--- config.mk ---
export PLATFORM = sky130hd
export DESIGN_NAME = capture_frequency_meter_flat
export DESIGN_NICKNAME = d
export VERILOG_FILES = /design/src/rtl/core/cfm_pkg.sv /design/src/rtl/core/cfm_if.sv /design/src/rtl/core/cfm_div.sv /design/src/rtl/core/capture_frequency_meter.sv /design/src/flat_wrapper.sv
export SDC_FILE = /design/constraint.sdc
export NUM_CORES = 1
export LEC_CHECK = 0
export ABC_AREA = 1
export BUFFER_PORTS_ARGS = -buffer_cell sky130_fd_sc_hd__buf_2
export CAP_MARGIN = 20
export CORE_MARGIN = 2
export CORE_UTILIZATION = 35
export CTS_CLUSTER_DIAMETER = 30
export DETAILED_ROUTE_END_ITERATION = 10
export PLACE_DENSITY = 0.47
export REMOVE_ABC_BUFFERS = 1
export SLEW_MARGIN = 20
export SYNTH_ARGS = -nofsm -noshare
export SYNTH_HDL_FRONTEND = slang
export SYNTH_SLANG_ARGS = --single-unit
--- constraint.sdc ---
create_clock -name clk -period 5.8 [get_ports clk]
set_input_delay 1.16 -clock clk [delete_from_list [all_inputs] [get_ports clk]]
set_output_delay 1.16 -clock clk [all_outputs]
set_load 0.01 [all_outputs]
--- src/rtl/core/cfm_pkg.sv ---
package cfm_pkg;

  // Width of the timer input and of the counters kept between captures.
  localparam int CAPTURE_BITS       = 16;
  localparam int TIMER_BITS_DEFAULT = 16;

  // Gate length after reset: two seconds of a 16 MHz clock.
  localparam logic [31:0] GATE_RESET = 32'd32000000;

  // Shared divider: a 33-bit numerator over a 32-bit divisor.
  localparam int DIV_NUM_BITS = 33;
  localparam int DIV_DEN_BITS = 32;
  localparam int DIV_CNT_BITS = $clog2(DIV_NUM_BITS + 1);

  // Frequency scale factors (16 MHz clock, result times 100) and the
  // period thresholds that pick among them.
  localparam logic [30:0] SCALE_MHZ = 31'd1600;
  localparam logic [30:0] SCALE_KHZ = 31'd1600000;
  localparam logic [30:0] SCALE_HZ  = 31'd1600000000;
  localparam logic [31:0] LIMIT_MHZ = 32'd16;
  localparam logic [31:0] LIMIT_KHZ = 32'd16000;

  typedef enum logic [1:0] {
    CMD_START   = 2'd0,
    CMD_TICK    = 2'd1,
    CMD_CAPTURE = 2'd2
  } cmd_t;

  typedef enum logic [1:0] {
    UNIT_MHZ = 2'd0,
    UNIT_KHZ = 2'd1,
    UNIT_HZ  = 2'd2
  } unit_t;

endpackage

--- src/rtl/core/cfm_if.sv ---
// Request channel carrying timer events into the meter.
interface cfm_in_if;
  logic        valid;
  logic        ready;
  logic [1:0]  command;
  logic [15:0] capture_value;
  logic        capture_overrun;

  modport source (output valid, output command, output capture_value,
                  output capture_overrun, input ready);
  modport sink   (input valid, input command, input capture_value,
                  input capture_overrun, output ready);
endinterface

// Request channel carrying one finished measurement out of the meter.
interface cfm_out_if;
  logic        valid;
  logic        ready;
  logic [31:0] average_period;
  logic [16:0] frequency_x100;
  logic [1:0]  unit;
  logic        zero_period;

  modport source (output valid, output average_period, output frequency_x100,
                  output unit, output zero_period, input ready);
  modport sink   (input valid, input average_period, input frequency_x100,
                  input unit, input zero_period, output ready);
endinterface

--- src/rtl/core/cfm_div.sv ---
// Restoring divider, one quotient bit per cycle. A zero divisor yields zero.
module cfm_div (
  input  logic                              clk,
  input  logic                              rst,
  input  logic                              start,
  input  logic [cfm_pkg::DIV_NUM_BITS-1:0]  num,
  input  logic [cfm_pkg::DIV_DEN_BITS-1:0]  den,
  output logic                              done,
  output logic [cfm_pkg::DIV_NUM_BITS-1:0]  quot
);

  localparam int NB = cfm_pkg::DIV_NUM_BITS;
  localparam int DB = cfm_pkg::DIV_DEN_BITS;
  localparam int CB = cfm_pkg::DIV_CNT_BITS;

  logic          busy;
  logic [CB-1:0] cnt;
  logic [DB-1:0] rem;
  logic [NB-1:0] quo;
  logic [DB-1:0] den_r;
  logic          den_zero;

  logic [DB:0]   rem_sh;
  logic          ge;
  logic [DB:0]   diff;
  logic [DB-1:0] rem_next;
  logic [NB-1:0] quo_next;

  always_comb begin
    rem_sh   = {rem, quo[NB-1]};
    ge       = rem_sh >= {1'b0, den_r};
    diff     = rem_sh - {1'b0, den_r};
    rem_next = ge ? diff[DB-1:0] : rem_sh[DB-1:0];
    quo_next = {quo[NB-2:0], ge};
  end

  always_ff @(posedge clk) begin
    if (rst) begin
      busy <= 1'b0;
      cnt  <= '0;
      done <= 1'b0;
    end else begin
      done <= 1'b0;
      if (start) begin
        busy <= 1'b1;
        cnt  <= CB'(NB);
      end else if (busy) begin
        cnt <= cnt - 1'b1;
        if (cnt == CB'(1)) begin
          busy <= 1'b0;
          done <= 1'b1;
        end
      end
    end
  end

  always_ff @(posedge clk) begin
    if (start) begin
      rem      <= '0;
      quo      <= num;
      den_r    <= den;
      den_zero <= (den == '0);
    end else if (busy) begin
      rem <= rem_next;
      quo <= quo_next;
    end
  end

  assign quot = den_zero ? '0 : quo;

endmodule

--- src/rtl/core/capture_frequency_meter.sv ---
// Reciprocal frequency meter over a free-running timer clocked at 16 MHz.
// Requests arrive on the item channel (valid/ready): a start command clears
// the counters and arms the meter, overflow ticks count timer wraps, and
// edge captures carry the latched timer value and an overrun flag. Ticks,
// starts and captures that do not end the gate leave the meter in S_ACCUM
// with item.ready high, so it can take the next request straight away.
// The capture that brings the cycle sum to at least gate_cycles starts two
// passes through one shared bit-serial divider: first the rounded average
// period, then the rounded frequency. The meter then steps through the
// states S_AVG_GO, S_AVG_WAIT, S_FRQ_GO, S_FRQ_WAIT and S_EMIT, and
// item.ready stays low until the result is loaded into the output register.
// A held result does not block new items; only a second finished result
// waits for the first to be taken. The user writes gate_cycles through
// cfg_we/cfg_wdata only while the meter is idle; this is not enforced.
// Reset clears the meter to idle (disarmed), empties the output register
// and sets gate_cycles to 32000000.
module capture_frequency_meter #(
  parameter int TIMER_BITS = cfm_pkg::TIMER_BITS_DEFAULT
) (
  input  logic             clk,
  input  logic             rst,
  input  logic             cfg_we,
  input  logic [31:0]      cfg_wdata,
  cfm_in_if.sink           item,
  cfm_out_if.source        result
);

  // The capture field is 16 bits wide; narrower timers mask its upper bits.
  localparam int          MASK_BITS = (TIMER_BITS < cfm_pkg::CAPTURE_BITS) ?
                                      TIMER_BITS : cfm_pkg::CAPTURE_BITS;
  localparam logic [16:0] CAP_LIM   = 17'(1) << MASK_BITS;
  localparam logic [15:0] CAP_MASK  = 16'(CAP_LIM - 17'd1);

  typedef enum logic [2:0] {
    S_ACCUM,
    S_AVG_GO,
    S_AVG_WAIT,
    S_FRQ_GO,
    S_FRQ_WAIT,
    S_EMIT
  } state_t;

  state_t        state;
  logic          armed;
  logic [31:0]   gate_cycles;
  logic [15:0]   overflow_count;
  logic [15:0]   previous_capture;
  logic [31:0]   cycle_sum;
  logic [15:0]   period_count;

  logic [31:0]   avg_r;
  logic [30:0]   scale_r;
  cfm_pkg::unit_t unit_r;
  logic [16:0]   freq_r;

  logic          out_valid;
  logic [31:0]   out_period;
  logic [16:0]   out_freq;
  logic [1:0]    out_unit;
  logic          out_zero;

  logic          accept;
  logic [15:0]   cap;
  logic [31:0]   ovf_shift;
  logic [31:0]   sum_add;
  logic [31:0]   sum_after;
  logic          gate_hit;

  logic          div_start;
  logic [32:0]   div_num;
  logic [31:0]   div_den;
  logic          div_done;
  logic [32:0]   div_quot;
  logic [31:0]   quot_lo;

  // The meter takes requests only while it is not busy finishing a gate.
  assign item.ready = (state == S_ACCUM);
  assign accept     = item.valid && item.ready;

  // One interval: whole timer wraps plus the difference of the captures.
  // The overflow shift drops out entirely for a 32-bit timer.
  always_comb begin
    cap       = item.capture_value & CAP_MASK;
    ovf_shift = 32'(overflow_count) << TIMER_BITS;
    sum_add   = cycle_sum + ovf_shift + 32'(cap) - 32'(previous_capture);
    sum_after = item.capture_overrun ? cycle_sum : sum_add;
    gate_hit  = (sum_after >= gate_cycles);
  end

  // Operands for the shared divider: the first pass divides the cycle sum
  // by the period count, the second divides the chosen scale by the average.
  always_comb begin
    div_start = 1'b0;
    div_num   = 33'({1'b0, cycle_sum}) + 33'(period_count >> 1);
    div_den   = 32'(period_count);
    case (state)
      S_AVG_GO: begin
        div_start = 1'b1;
      end
      S_FRQ_GO: begin
        div_start = 1'b1;
        div_num   = 33'(scale_r) + 33'(avg_r >> 1);
        div_den   = avg_r;
      end
      default: begin
        div_start = 1'b0;
      end
    endcase
  end

  cfm_div u_div (
    .clk   (clk),
    .rst   (rst),
    .start (div_start),
    .num   (div_num),
    .den   (div_den),
    .done  (div_done),
    .quot  (div_quot)
  );

  assign quot_lo = div_quot[31:0];

  always_ff @(posedge clk) begin
    if (rst) begin
      state            <= S_ACCUM;
      armed            <= 1'b0;
      gate_cycles      <= cfm_pkg::GATE_RESET;
      overflow_count   <= '0;
      previous_capture <= '0;
      cycle_sum        <= '0;
      period_count     <= '0;
      out_valid        <= 1'b0;
      avg_r            <= '0;
      scale_r          <= '0;
      unit_r           <= cfm_pkg::UNIT_MHZ;
      freq_r           <= '0;
      out_period       <= '0;
      out_freq         <= '0;
      out_unit         <= '0;
      out_zero         <= 1'b0;
    end else begin
      if (cfg_we) begin
        gate_cycles <= cfg_wdata;
      end
      // While a result is being loaded, the load below sets out_valid.
      if (out_valid && result.ready && state != S_EMIT) begin
        out_valid <= 1'b0;
      end

      case (state)
        S_ACCUM: begin
          if (accept) begin
            case (item.command)
              cfm_pkg::CMD_START: begin
                overflow_count   <= '0;
                previous_capture <= '0;
                cycle_sum        <= '0;
                period_count     <= '0;
                armed            <= 1'b1;
              end
              cfm_pkg::CMD_TICK: begin
                if (armed) begin
                  overflow_count <= overflow_count + 16'd1;
                end
              end
              cfm_pkg::CMD_CAPTURE: begin
                if (armed) begin
                  // An overrun capture adds no interval and no period; it resynchronizes the reference.
                  if (!item.capture_overrun) begin
                    cycle_sum    <= sum_add;
                    period_count <= period_count + 16'd1;
                  end
                  previous_capture <= cap;
                  overflow_count   <= '0;
                  if (gate_hit) begin
                    armed <= 1'b0;
                    state <= S_AVG_GO;
                  end
                end
              end
              default: begin
                armed <= armed;
              end
            endcase
          end
        end
        S_AVG_GO: begin
          state <= S_AVG_WAIT;
        end
        S_AVG_WAIT: begin
          if (div_done) begin
            avg_r <= quot_lo;
            if (quot_lo <= cfm_pkg::LIMIT_MHZ) begin
              scale_r <= cfm_pkg::SCALE_MHZ;
              unit_r  <= cfm_pkg::UNIT_MHZ;
            end else if (quot_lo <= cfm_pkg::LIMIT_KHZ) begin
              scale_r <= cfm_pkg::SCALE_KHZ;
              unit_r  <= cfm_pkg::UNIT_KHZ;
            end else begin
              scale_r <= cfm_pkg::SCALE_HZ;
              unit_r  <= cfm_pkg::UNIT_HZ;
            end
            state <= S_FRQ_GO;
          end
        end
        S_FRQ_GO: begin
          state <= S_FRQ_WAIT;
        end
        S_FRQ_WAIT: begin
          if (div_done) begin
            // A zero average gives a zero quotient from the divider.
            freq_r <= div_quot[16:0];
            state  <= S_EMIT;
          end
        end
        S_EMIT: begin
          // Wait here only if an earlier result is still held and stalled.
          if (!out_valid || result.ready) begin
            out_valid  <= 1'b1;
            out_period <= avg_r;
            out_freq   <= freq_r;
            out_unit   <= unit_r;
            out_zero   <= (avg_r == '0);
            state      <= S_ACCUM;
          end
        end
        default: begin
          state <= S_ACCUM;
        end
      endcase
    end
  end

  assign result.valid          = out_valid;
  assign result.average_period = out_period;
  assign result.frequency_x100 = out_freq;
  assign result.unit           = out_unit;
  assign result.zero_period    = out_zero;

`ifndef ASSERT_OFF
  // A zero period forces a zero frequency reported in the megahertz unit.
  a_zero_period: assert property (@(posedge clk) disable iff (rst)
    (out_valid && out_zero) |-> (out_freq == '0 && out_unit == cfm_pkg::UNIT_MHZ))
    else $error("zero period with nonzero frequency or unit");

  // A megahertz unit is only reported with a period of at most LIMIT_MHZ.
  a_unit_range: assert property (@(posedge clk) disable iff (rst)
    (out_valid && out_unit == cfm_pkg::UNIT_MHZ) |-> (out_period <= cfm_pkg::LIMIT_MHZ))
    else $error("megahertz unit with a long period");

  // The meter is disarmed for the whole time it finishes a gate.
  a_disarmed: assert property (@(posedge clk) disable iff (rst)
    (state != S_ACCUM) |-> !armed)
    else $error("meter armed while finishing a gate");

  // A capture that reaches the gate starts the average division next cycle.
  a_gate_start: assert property (@(posedge clk) disable iff (rst)
    (accept && armed && item.command == cfm_pkg::CMD_CAPTURE && gate_hit)
      |=> div_start)
    else $error("gate reached without starting the division");
`endif

endmodule

--- src/flat_wrapper.sv ---
// flat-port wrapper written by rule: the top's interface ports become plain ports
module capture_frequency_meter_flat 
#(
  parameter int TIMER_BITS = cfm_pkg::TIMER_BITS_DEFAULT
)
  (clk, rst, cfg_we, cfg_wdata, item_valid, item_command, item_capture_value, item_capture_overrun, item_ready, result_valid, result_average_period, result_frequency_x100, result_unit, result_zero_period, result_ready);
  cfm_in_if item_i ();
  cfm_out_if result_i ();
  input  logic clk;
  input  logic rst;
  input  logic cfg_we;
  input  logic [31:0] cfg_wdata;
  input wire logic [$bits(item_i.valid)-1:0] item_valid;
  input wire logic [$bits(item_i.command)-1:0] item_command;
  input wire logic [$bits(item_i.capture_value)-1:0] item_capture_value;
  input wire logic [$bits(item_i.capture_overrun)-1:0] item_capture_overrun;
  output wire logic [$bits(item_i.ready)-1:0] item_ready;
  output wire logic [$bits(result_i.valid)-1:0] result_valid;
  output wire logic [$bits(result_i.average_period)-1:0] result_average_period;
  output wire logic [$bits(result_i.frequency_x100)-1:0] result_frequency_x100;
  output wire logic [$bits(result_i.unit)-1:0] result_unit;
  output wire logic [$bits(result_i.zero_period)-1:0] result_zero_period;
  input wire logic [$bits(result_i.ready)-1:0] result_ready;
  assign item_i.valid = item_valid;
  assign item_i.command = item_command;
  assign item_i.capture_value = item_capture_value;
  assign item_i.capture_overrun = item_capture_overrun;
  assign item_ready = item_i.ready;
  assign result_valid = result_i.valid;
  assign result_average_period = result_i.average_period;
  assign result_frequency_x100 = result_i.frequency_x100;
  assign result_unit = result_i.unit;
  assign result_zero_period = result_i.zero_period;
  assign result_i.ready = result_ready;
  capture_frequency_meter #(.TIMER_BITS(TIMER_BITS)) u_core (.clk(clk), .rst(rst), .cfg_we(cfg_we), .cfg_wdata(cfg_wdata), .item(item_i), .result(result_i));
endmodule
**After elaboration in Yosys (flattened, before gate mapping)**

Cells that the tools add are included.

- Input bits: 56
- Output and inout port bits: 54
- Logic and storage cells: 122
- Bits in registers: 357

- Equal/unequal tests: 19
- Order comparisons: 4
- Bitwise logic cells: 1
- Reductions and logical operators: 23
- Add/subtract/negate cells: 9
- Multiplexer cells: 42

Operators with widths:

| operator | number |
|---|---|
| 2-to-1 mux 32 bit | 5 |
| 2-to-1 mux 33 bit | 3 |
| 2-to-1 mux 16 bit | 5 |
| zero test 32 bit | 2 |
| case mux 16 bit (2 select lines) | 2 |
| case mux 32 bit (2 select lines) | 1 |
| 2-to-1 mux 31 bit | 2 |
| case mux 16 bit (3 select lines) | 1 |
| adder 32 x 15 -> 33 bit | 1 |
| greater-or-equal comparator 33 x 32 -> 1 bit | 1 |
| adder 16 x 1 -> 16 bit (second input constant) | 2 |
| adder 31 x 31 -> 32 bit | 1 |
| adder 32 x 16 -> 32 bit | 1 |
| adder 32 bit | 1 |
| greater-or-equal comparator 32 bit | 1 |
| <= comparator 32 x 14 -> 1 bit (second input constant) | 1 |
| <= comparator 32 x 5 -> 1 bit (second input constant) | 1 |
| subtractor 32 x 16 -> 32 bit | 1 |
| subtractor 32 bit | 1 |
| 2-to-1 mux 3 bit | 7 |
| case mux 3 bit (6 select lines) | 1 |
| inequality test 2 bit (second input constant) | 7 |
| 2-to-1 mux 6 bit | 2 |
| 2-to-1 mux 1 bit | 10 |
| other kinds (26) | 38 |

**Logic depth before layout (Yosys ltp)**

Gate-level depths: netlist of run 1.

- Word-level depth: 10
- Depth in mapped cells: 29
- Depth with buffers taken out: 29

**By module**

Synthesis of run 1 repeated with hierarchy kept, for this count alone.

- Cells, all modules: 3367
- Area total of the unflattened synthesis: 22400.2 µm²

Modules (own cells, without submodules):

| module | cells an instance | seq. area each (µm²) | area each (µm²) | times used |
|---|---|---|---|---|
| capture_frequency_meter | 2311 | 4464.3 | 15167.0 | 1 |
| cfm_div | 1056 | 2782.7 | 7233.2 | 1 |

**Least setup slack after synthesis of run 1**

No wires, ideal clock.

- Path kind: in2reg
- From: input port item_capture_value[1]
- To: register u_core.state[2]
- Arrival time: 4.336 ns
- Setup time: 0.115 ns
- Stages: 22
- Slack: 1.349 ns
- Required time: 5.685 ns
- Path buffers: 0
- Cells stage by stage: inv_1 -> fa_1 -> fa_1 -> inv_1 -> nand2_1 -> o21ai_2 -> a21boi_0 -> o21ai_1 -> nand2_1 -> nand3_1 -> nand3_1 -> and2_1 -> ha_1 -> nand2_1 -> nor2_1 -> nand4_1 -> nor3b_1 -> nand2_1 -> nand2_1 -> nand3_1 -> a21oi_1 -> nor2_1

- Word-level cells in the longest chain between the ends: 6

RTL lines:

| element | line | source |
|---|---|---|
| start: declaration | flat_wrapper.sv:15 | `input wire logic [$bits(item_i.capture_value)-1:0] item_capture_value;` |
| adder 32 x 16 -> 32 bit | capture_frequency_meter.sv:85 | `sum_add = cycle_sum + ovf_shift + 32'(cap) - 32'(previous_capture);` |
| subtractor 32 x 16 -> 32 bit | capture_frequency_meter.sv:85 |  |
| 2-to-1 mux 32 bit | n/a |  |
| greater-or-equal comparator 32 bit | capture_frequency_meter.sv:87 | `gate_hit = (sum_after >= gate_cycles);` |
| inequality test 2 bit (no line) | n/a |  |
| AND reduction 7 bit (no line) | n/a |  |
| end signal: assignment | capture_frequency_meter.sv:125 | `state <= S_ACCUM;` |
| end signal: assignment | capture_frequency_meter.sv:177 | `state <= S_AVG_GO;` |
| end signal: assignment | capture_frequency_meter.sv:188 | `state <= S_AVG_WAIT;` |
| end: declaration | capture_frequency_meter.sv:43 | `state_t state;` |

Every way passes these cells.
A chain may end at the register's enable or synchronous reset.

**Worst setup path after layout of run 1**

Ends and elaborated chain as after synthesis.

==> results of run 1 <==
[layout by cell type, fill, tap and decap left out, types with 11 or more instances in the layout]
cell type,netlist,layout
nor2_2,11,11
ha_1,149,149
nor4_1,18,17
fa_1,18,18
o21ai_0,295,295
nor2_1,254,253
nand3b_1,21,21
edfxtp_1,66,66
nor3_1,50,50
clkbuf_8,0,15
inv_1,483,482
buf_2,21,109
buf_4,6,21
nand2_1,674,674
a211oi_1,13,13
o21ai_1,13,13
clkbuf_16,0,90
clkbuf_1,58,22
bufinv_16,0,12
nand3_1,222,222
nand4_1,40,40
a21oi_1,298,298
o22ai_1,13,13
dfxtp_1,263,263
xor2_1,20,20
xnor2_1,26,26
[critical path, delay by kind of cell]
family          cells  cell delay [ps]
buf+inv             4              440
fa+ha+maj           3             1250
compound gates      4              820
simple gates       13             1570
[sequential cells by signal, indices dropped and copies added (netlist names), 2 cells and up]
signal	count
u_core.u_div.quo	33
u_core.avg_r	32
u_core.cycle_sum	32
u_core.gate_cycles	32
u_core.result.average_period	32
u_core.u_div.den_r	32
u_core.u_div.rem	32
u_core.freq_r	17
u_core.result.frequency_x100	17
u_core.overflow_count	16
u_core.period_count	16
u_core.previous_capture	16
u_core.u_div.cnt	6
u_core.scale_r	4
u_core.state	3
u_core.result.unit	2
[report_power, final]
part / leakage (uW) / internal, uW / switching (uW)
Combinational: 0.00812 / 1020 / 2170
Sequential: 0.00275 / 2760 / 190
Clock: 0.00154 / 3580 / 1530
Total: 0.0124 / 7350 / 3900
[cell families (layout without fill, tap and decap cells)]
kind of cell / count (synthesis) / after routing / share of synthesized area
xor gates and xnor gates: 46 / 46 / 0.0185
DFF: 329 / 329 / 0.333
AOI/OAI and AO/OA: 700 / 700 / 0.172
adders and majority gates: 167 / 167 / 0.102
and+or+nand+nor: 1344 / 1344 / 0.270
buffers and inverters: 583 / 785 / 0.104
[per-layer routing]
| layer | share of wire | wire length (microns) | up-vias | track usage |
|---|---|---|---|---|
| li1 | - | - | 10775 | - |
| met1 | 0.45 | 34800 | 9793 | 0.304 |
| met2 | 0.48 | 37200 | 447 | 0.423 |
| met3 | 0.039 | 2980 | 138 | 0.0335 |
| met4 | 0.031 | 2380 | 0 | 0.0774 |
| met5 | 0 | 0 | - | 0 |
[cell type report]
cell class	count	area [sq um]	area share
Multi-Input combinational cell	2257	12300	0.468
Sequential cell	329	7250	0.276
Clock buffer	127	2540	0.0966
Inverter	489	1840	0.0699
Tap cell	837	1050	0.0398
Timing Repair Buffer	130	703	0.0267
Clock inverter	39	617	0.0235
[metrics by stage]
stage          cells   util
6_report        4208  0.427
5_1_grt         4208  0.427
4_1_cts         4208  0.427
3_5_place_dp    4042  0.376
3_3_place_gp    4042  0.376
2_1_floorplan   3075      -
[path summary, 6_finish.rpt]
kind	endpoint	depth (start not counted)
worst min register to register	u_core.result.frequency_x100[10]	2
worst min-delay path	u_core.result.frequency_x100[10]	2
worst max register to register	u_core.state[2]	23
worst max-delay path	u_core.state[2]	24
==> run summary, run 1 <==
Final Hold Fails: 0
outcome: completed
Mapped Cells: 3169
Placed Area: 23100 sq um
worst rel slew slack: 0.317
Crit. Startpoint: item_capture_value[1]
Max Cap Violations: 0
initial core utilization: 0.354
final instance area: 26300 sq um
CTS Hold Bufs: 0
Synth Flop Type: dfxtp_1
register-to-register setup slack: 1170 ps
hold path start: u_core.freq_r[10]
Rows: 91
CTS sink count: 329
WL final: 77.4 mm
Slew @ Worst Pin: 1020 ps
Die H: 254 microns
post-layout minimum cycle time: 4770 ps
startpoint types: primary input
critical-path cell list: buf_2 -> inv_1 -> fa_1 -> fa_1 -> inv_1 -> nand2_1 -> o21ai_2 -> a21boi_0 -> o21ai_1 -> buf_4 -> nand2_1 -> nand3_1 -> nand3_1 -> and2_1 -> ha_1 -> nand2_1 -> nor2_1 -> nand4_1 -> nor3b_1 -> nand2_1 -> nand2_1 -> nand3_1 -> a21oi_1 -> nor2_1
Layout area overhead: 20.7%
die area: 64300 sq um
worst hold slack: 439 ps
worst hold path type: reg -> reg
Setup Viol. Count Final: 0
Commonest cells post-synth: nand2_1 (674), inv_1 (483), a21oi_1 (298)
Core ar.: 61600 sq um
ANT nets after route: 0
#FFs+latches synth: 329
Total GRT Usage: 0.241
final worst slack: 1030 ps
Tot Pwr: 11300 uW
Distinct cells, synth: 57
unrepaired setup endpoints after global routing: false
top-area cell type share of the netlist area: 0.242
initial antenna violation count: 0
# fillers: 6510
Port Buffers: 109
DR pass1 iterations: 5
LEAKAGE: 0.0124 uW
clock slew at reported path FFs: 50 ps
DR WL/cell: 18.4 microns
WP data required: 6300 ps
dpl ws: 378 ps
vias in the first global route: 21.0k
max-slew violations: 0
Fin Setup TNS: 0 ps
Crit-path slowest cell: fa_1
share of cells above drive strength 1: 0.101
cell with the most instances after synthesis: nand2_1
data arrival time of the critical path: 5270 ps
Post-DP HPWL: 60.8 mm
power per cell area: 428 nW/um^2
CP max FO: 4
global-route wire length before repair: 120 mm
pin count of the biggest net entering global routing: 97
Post-synth ARST share: 0
syn_area_per_cell: 6.88 sq um
Clock Skews: 25.8 ps
most common cell type on the critical path: nand2_1
via count: 21.2k
clock buffer depth: 3
Layout Nets: 3519
biggest area consumer among synthesized cells: dfxtp_1
Peak supply drop: 229 uV
Syn. warnings: 0
ranking of synthesized cells by area: dfxtp_1 (24%), nand2_1 (12%), edfxtp_1 (9.1%)
total CTS buffers: 89
DRC errors left: 0
final critical-path share of the clock period: 0.822
global route total overflow: 0
drt via density: 5.03
Post-synth EDFFs: 66
n_diodes: 0
htree depth: 3
post-cts sizing count: 0
Clk Latency, worst-skew pair: 630 ps
WS Path Type: in -> reg
Root Buffer: clkbuf_16
Boundary Pins: 110
chip width: 254 microns
Post-CTS Setup Repair Bufs: 0
Seq/Total Area, Yosys: 0.333
initial DRC count: 1178
R2R Path Start: u_core.cycle_sum[1]
placer congestion estimate: 0.920
Peak Freq: 0.210 GHz
Post-Syn Area: 21800 sq um
max incr delay on CP: 520 ps
CTS tree: done
Setup crit end kind: flop
(Power assumes the default switching activity.)
==> inputs of run 2 (changes only) <==
Clock period 5.8 ns to 4.6 ns, I/O delays scaled along.
==> run summary, run 2 (synthesized netlist as in run 1, its figures left out) <==
commonest non-fill, non-tap cell in the layout: nand2_1
ANT nets after route: 0 (unchanged)
initial DRC count: 1142 (-3.1%)
most common cell type on the critical path: nand3_1
Fin Setup TNS: 0 ps (unchanged)
busiest layer in global routing: met2
Buf/Inv on CP: 4 (unchanged)
DR WL/cell: 17.9 microns (-2.7%)
met2 global-route usage: 0.417 (-0.00603)
Rows: 91 (unchanged)
Boundary Pins: 110 (unchanged)
startpoint types: flop
worst rel slew slack: 0.368 (+0.0507)
Core ar.: 61600 sq um (unchanged)
worst hold path type: reg -> reg
n_diodes: 0 (unchanged)
Peak Freq: 0.233 GHz
Clock Skews: 22.2 ps (-3.56 ps)
Post-CTS Setup Repair Bufs: 0 (unchanged)
data arrival time of the critical path: 4790 ps (-480 ps)
Port Buffers: 109 (unchanged)
Crit. Startpoint: u_core.cycle_sum[2]
total CTS buffers: 93 (+4.5%)
placer congestion estimate: 0.948 (+3.0%)
hold path start: u_core.freq_r[5]
Combinational Power Share: 0.294 (+0.010)
power per cell area: 528 nW/um^2 (+23%)
global-route wire length before repair: 119 mm (-0.45%)
Root Buffer: clkbuf_16
share of cells above drive strength 1: 0.128 (+0.0271)
WP data required: 5110 ps (-1190 ps)
Setup crit end kind: flop
Largest Register: u_core.u_div.quo
vias in the first global route: 21.6k (+2.9%)
Net Sw Power: 4940 uW (+27%)
Post-DP HPWL: 60.3 mm (-0.89%)
post-cts sizing count: 0 (unchanged)
R2R Path Start: u_core.cycle_sum[2]
via count: 21.6k (+2.3%)
max-slew violations: 0 (unchanged)
sequential share of power: 0.261 (about the same)
met1 GRT Util: 0.295 (-0.00922)
Placed Area: 23800 sq um (+3.1%)
WS Path Type: reg -> reg
CTS Hold Bufs: 0 (unchanged)
commonest non-fill, non-tap cells in the layout: nand2_1 (674), inv_1 (482), a21oi_1 (295), o21ai_0 (293), dfxtp_1 (263)
LEAKAGE: 0.0129 uW (+3.8%)
outcome: completed
Max Cap Violations: 0 (unchanged)
global route total overflow: 0 (unchanged)
Total GRT Usage: 0.239 (-0.00205)
critical-path cell list: inv_1 -> fa_1 -> inv_1 -> ha_1 -> inv_1 -> nor3_1 -> nand3_1 -> nand3_1 -> nand4_1 -> nand3_1 -> nand3_1 -> and2_1 -> ha_1 -> nand2_1 -> inv_1 -> nand4_1 -> nor3b_2 -> nand2_1 -> nand2_1 -> nand3_1 -> a21oi_1 -> nor2_1
DR pass1 iterations: 5 (unchanged)
Slew @ Worst Pin: 947 ps (-76.0 ps)
Crit-path slowest cell: fa_1
Net Sw Frac: 0.346 (about the same)
Setup Viol. Count Final: 0 (unchanged)
final instance area: 27000 sq um (+2.8%)
max incr delay on CP: 500 ps (-20 ps)
post-layout minimum cycle time: 4290 ps
chip width: 254 microns (unchanged)
internal power: 9330 uW (+27%)
initial antenna violation count: 1 (+1)
pin count of the biggest net entering global routing: 96 (-1.0%)
clock slew at reported path FFs: 40 ps (about the same)
DRC errors left: 0 (unchanged)
clock buffer depth: 3 (unchanged)
initial core utilization: 0.354 (unchanged)
WL final: 77.0 mm (-0.46%)
register-to-register setup slack: 310 ps (-860 ps)
Clk Latency, worst-skew pair: 620 ps (about the same)
Final Hold Fails: 0 (unchanged)
htree depth: 3 (unchanged)
Layout area overhead: 24.1%
Peak supply drop: 275 uV (+20%)
CP max FO: 4 (unchanged)
clock share of power: 0.445 (-0.009)
max reg flops: 33 (unchanged)
CTS sink count: 329 (unchanged)
CTS tree: done
drt via density: 5.02 (about the same)
final critical-path share of the clock period: 0.932
CP delay by family, top: simple AND/OR/NAND/NOR gates
die area: 64300 sq um (unchanged)
met3 Use GR: 0.0351 (+0.00164)
Layout Nets: 3614 (+2.7%)
Die H: 254 microns (unchanged)
[run 2: changes by cell type in the layout (fill, tap and decap cells not counted), sizes merged]
cell      delta
buf         +91
bufinv       -6
clkbuf       +7
inv          -4
clkinv      +13
clkinvlp     -2
[run 2: metrics by stage]
stage / util / cells / power [uW] / hold slack (ps) / worst slack [ps]
2_1_floorplan: - / 3075 / 6480 / 422 / 345
3_3_place_gp: 0.387 / 4133 / 7940 / 443 / -540
4_1_cts: 0.439 / 4307 / 14400 / 452 / 78.2
3_5_place_dp: 0.387 / 4133 / 7960 / 447 / -558
6_report: 0.439 / 4307 / 14300 / 443 / 314
5_1_grt: 0.439 / 4307 / 15100 / 478 / -6.05
[run 2: layout make-up]
cell class                 instances  area, sq um
multi-input combinational       2257        12300
clock buffer                     134         2720
fill                            6416        34600
clock inverter                    40          452
tap                              837         1050
timing repair buffer             221         1410
inverter                         489         1840
sequential                       329         7250
[run 2: worst paths after layout]
kind | cells past startpoint | end
max | 22 | u_core.state[2]
min | 2 | u_core.result.frequency_x100[5]
max reg2reg | 22 | u_core.state[2]
min reg2reg | 2 | u_core.result.frequency_x100[5]
[run 2: per-layer routing]
metal / vias up / wire length, microns
met5: - / 0
met4: 0 / 2810
met3: 152 / 3000
met2: 493 / 36900
met1: 10027 / 34300
li1: 10967 / -
[run 2: worst min-delay path, cell delays in order, from the launching register on]
cell and delay (ps):
dfxtp_1 300, inv_1 50, a21oi_1 50
[run 2: power by group through the flow]
stage	Clock (uW)	Combinational, uW	Sequential, uW
2_1_floorplan	0	2770	3710
3_3_place_gp	0	4180	3760
3_5_place_dp	0	4200	3760
4_1_cts	6470	4220	3720
5_1_grt	6630	4750	3760
6_report	6350	4200	3720
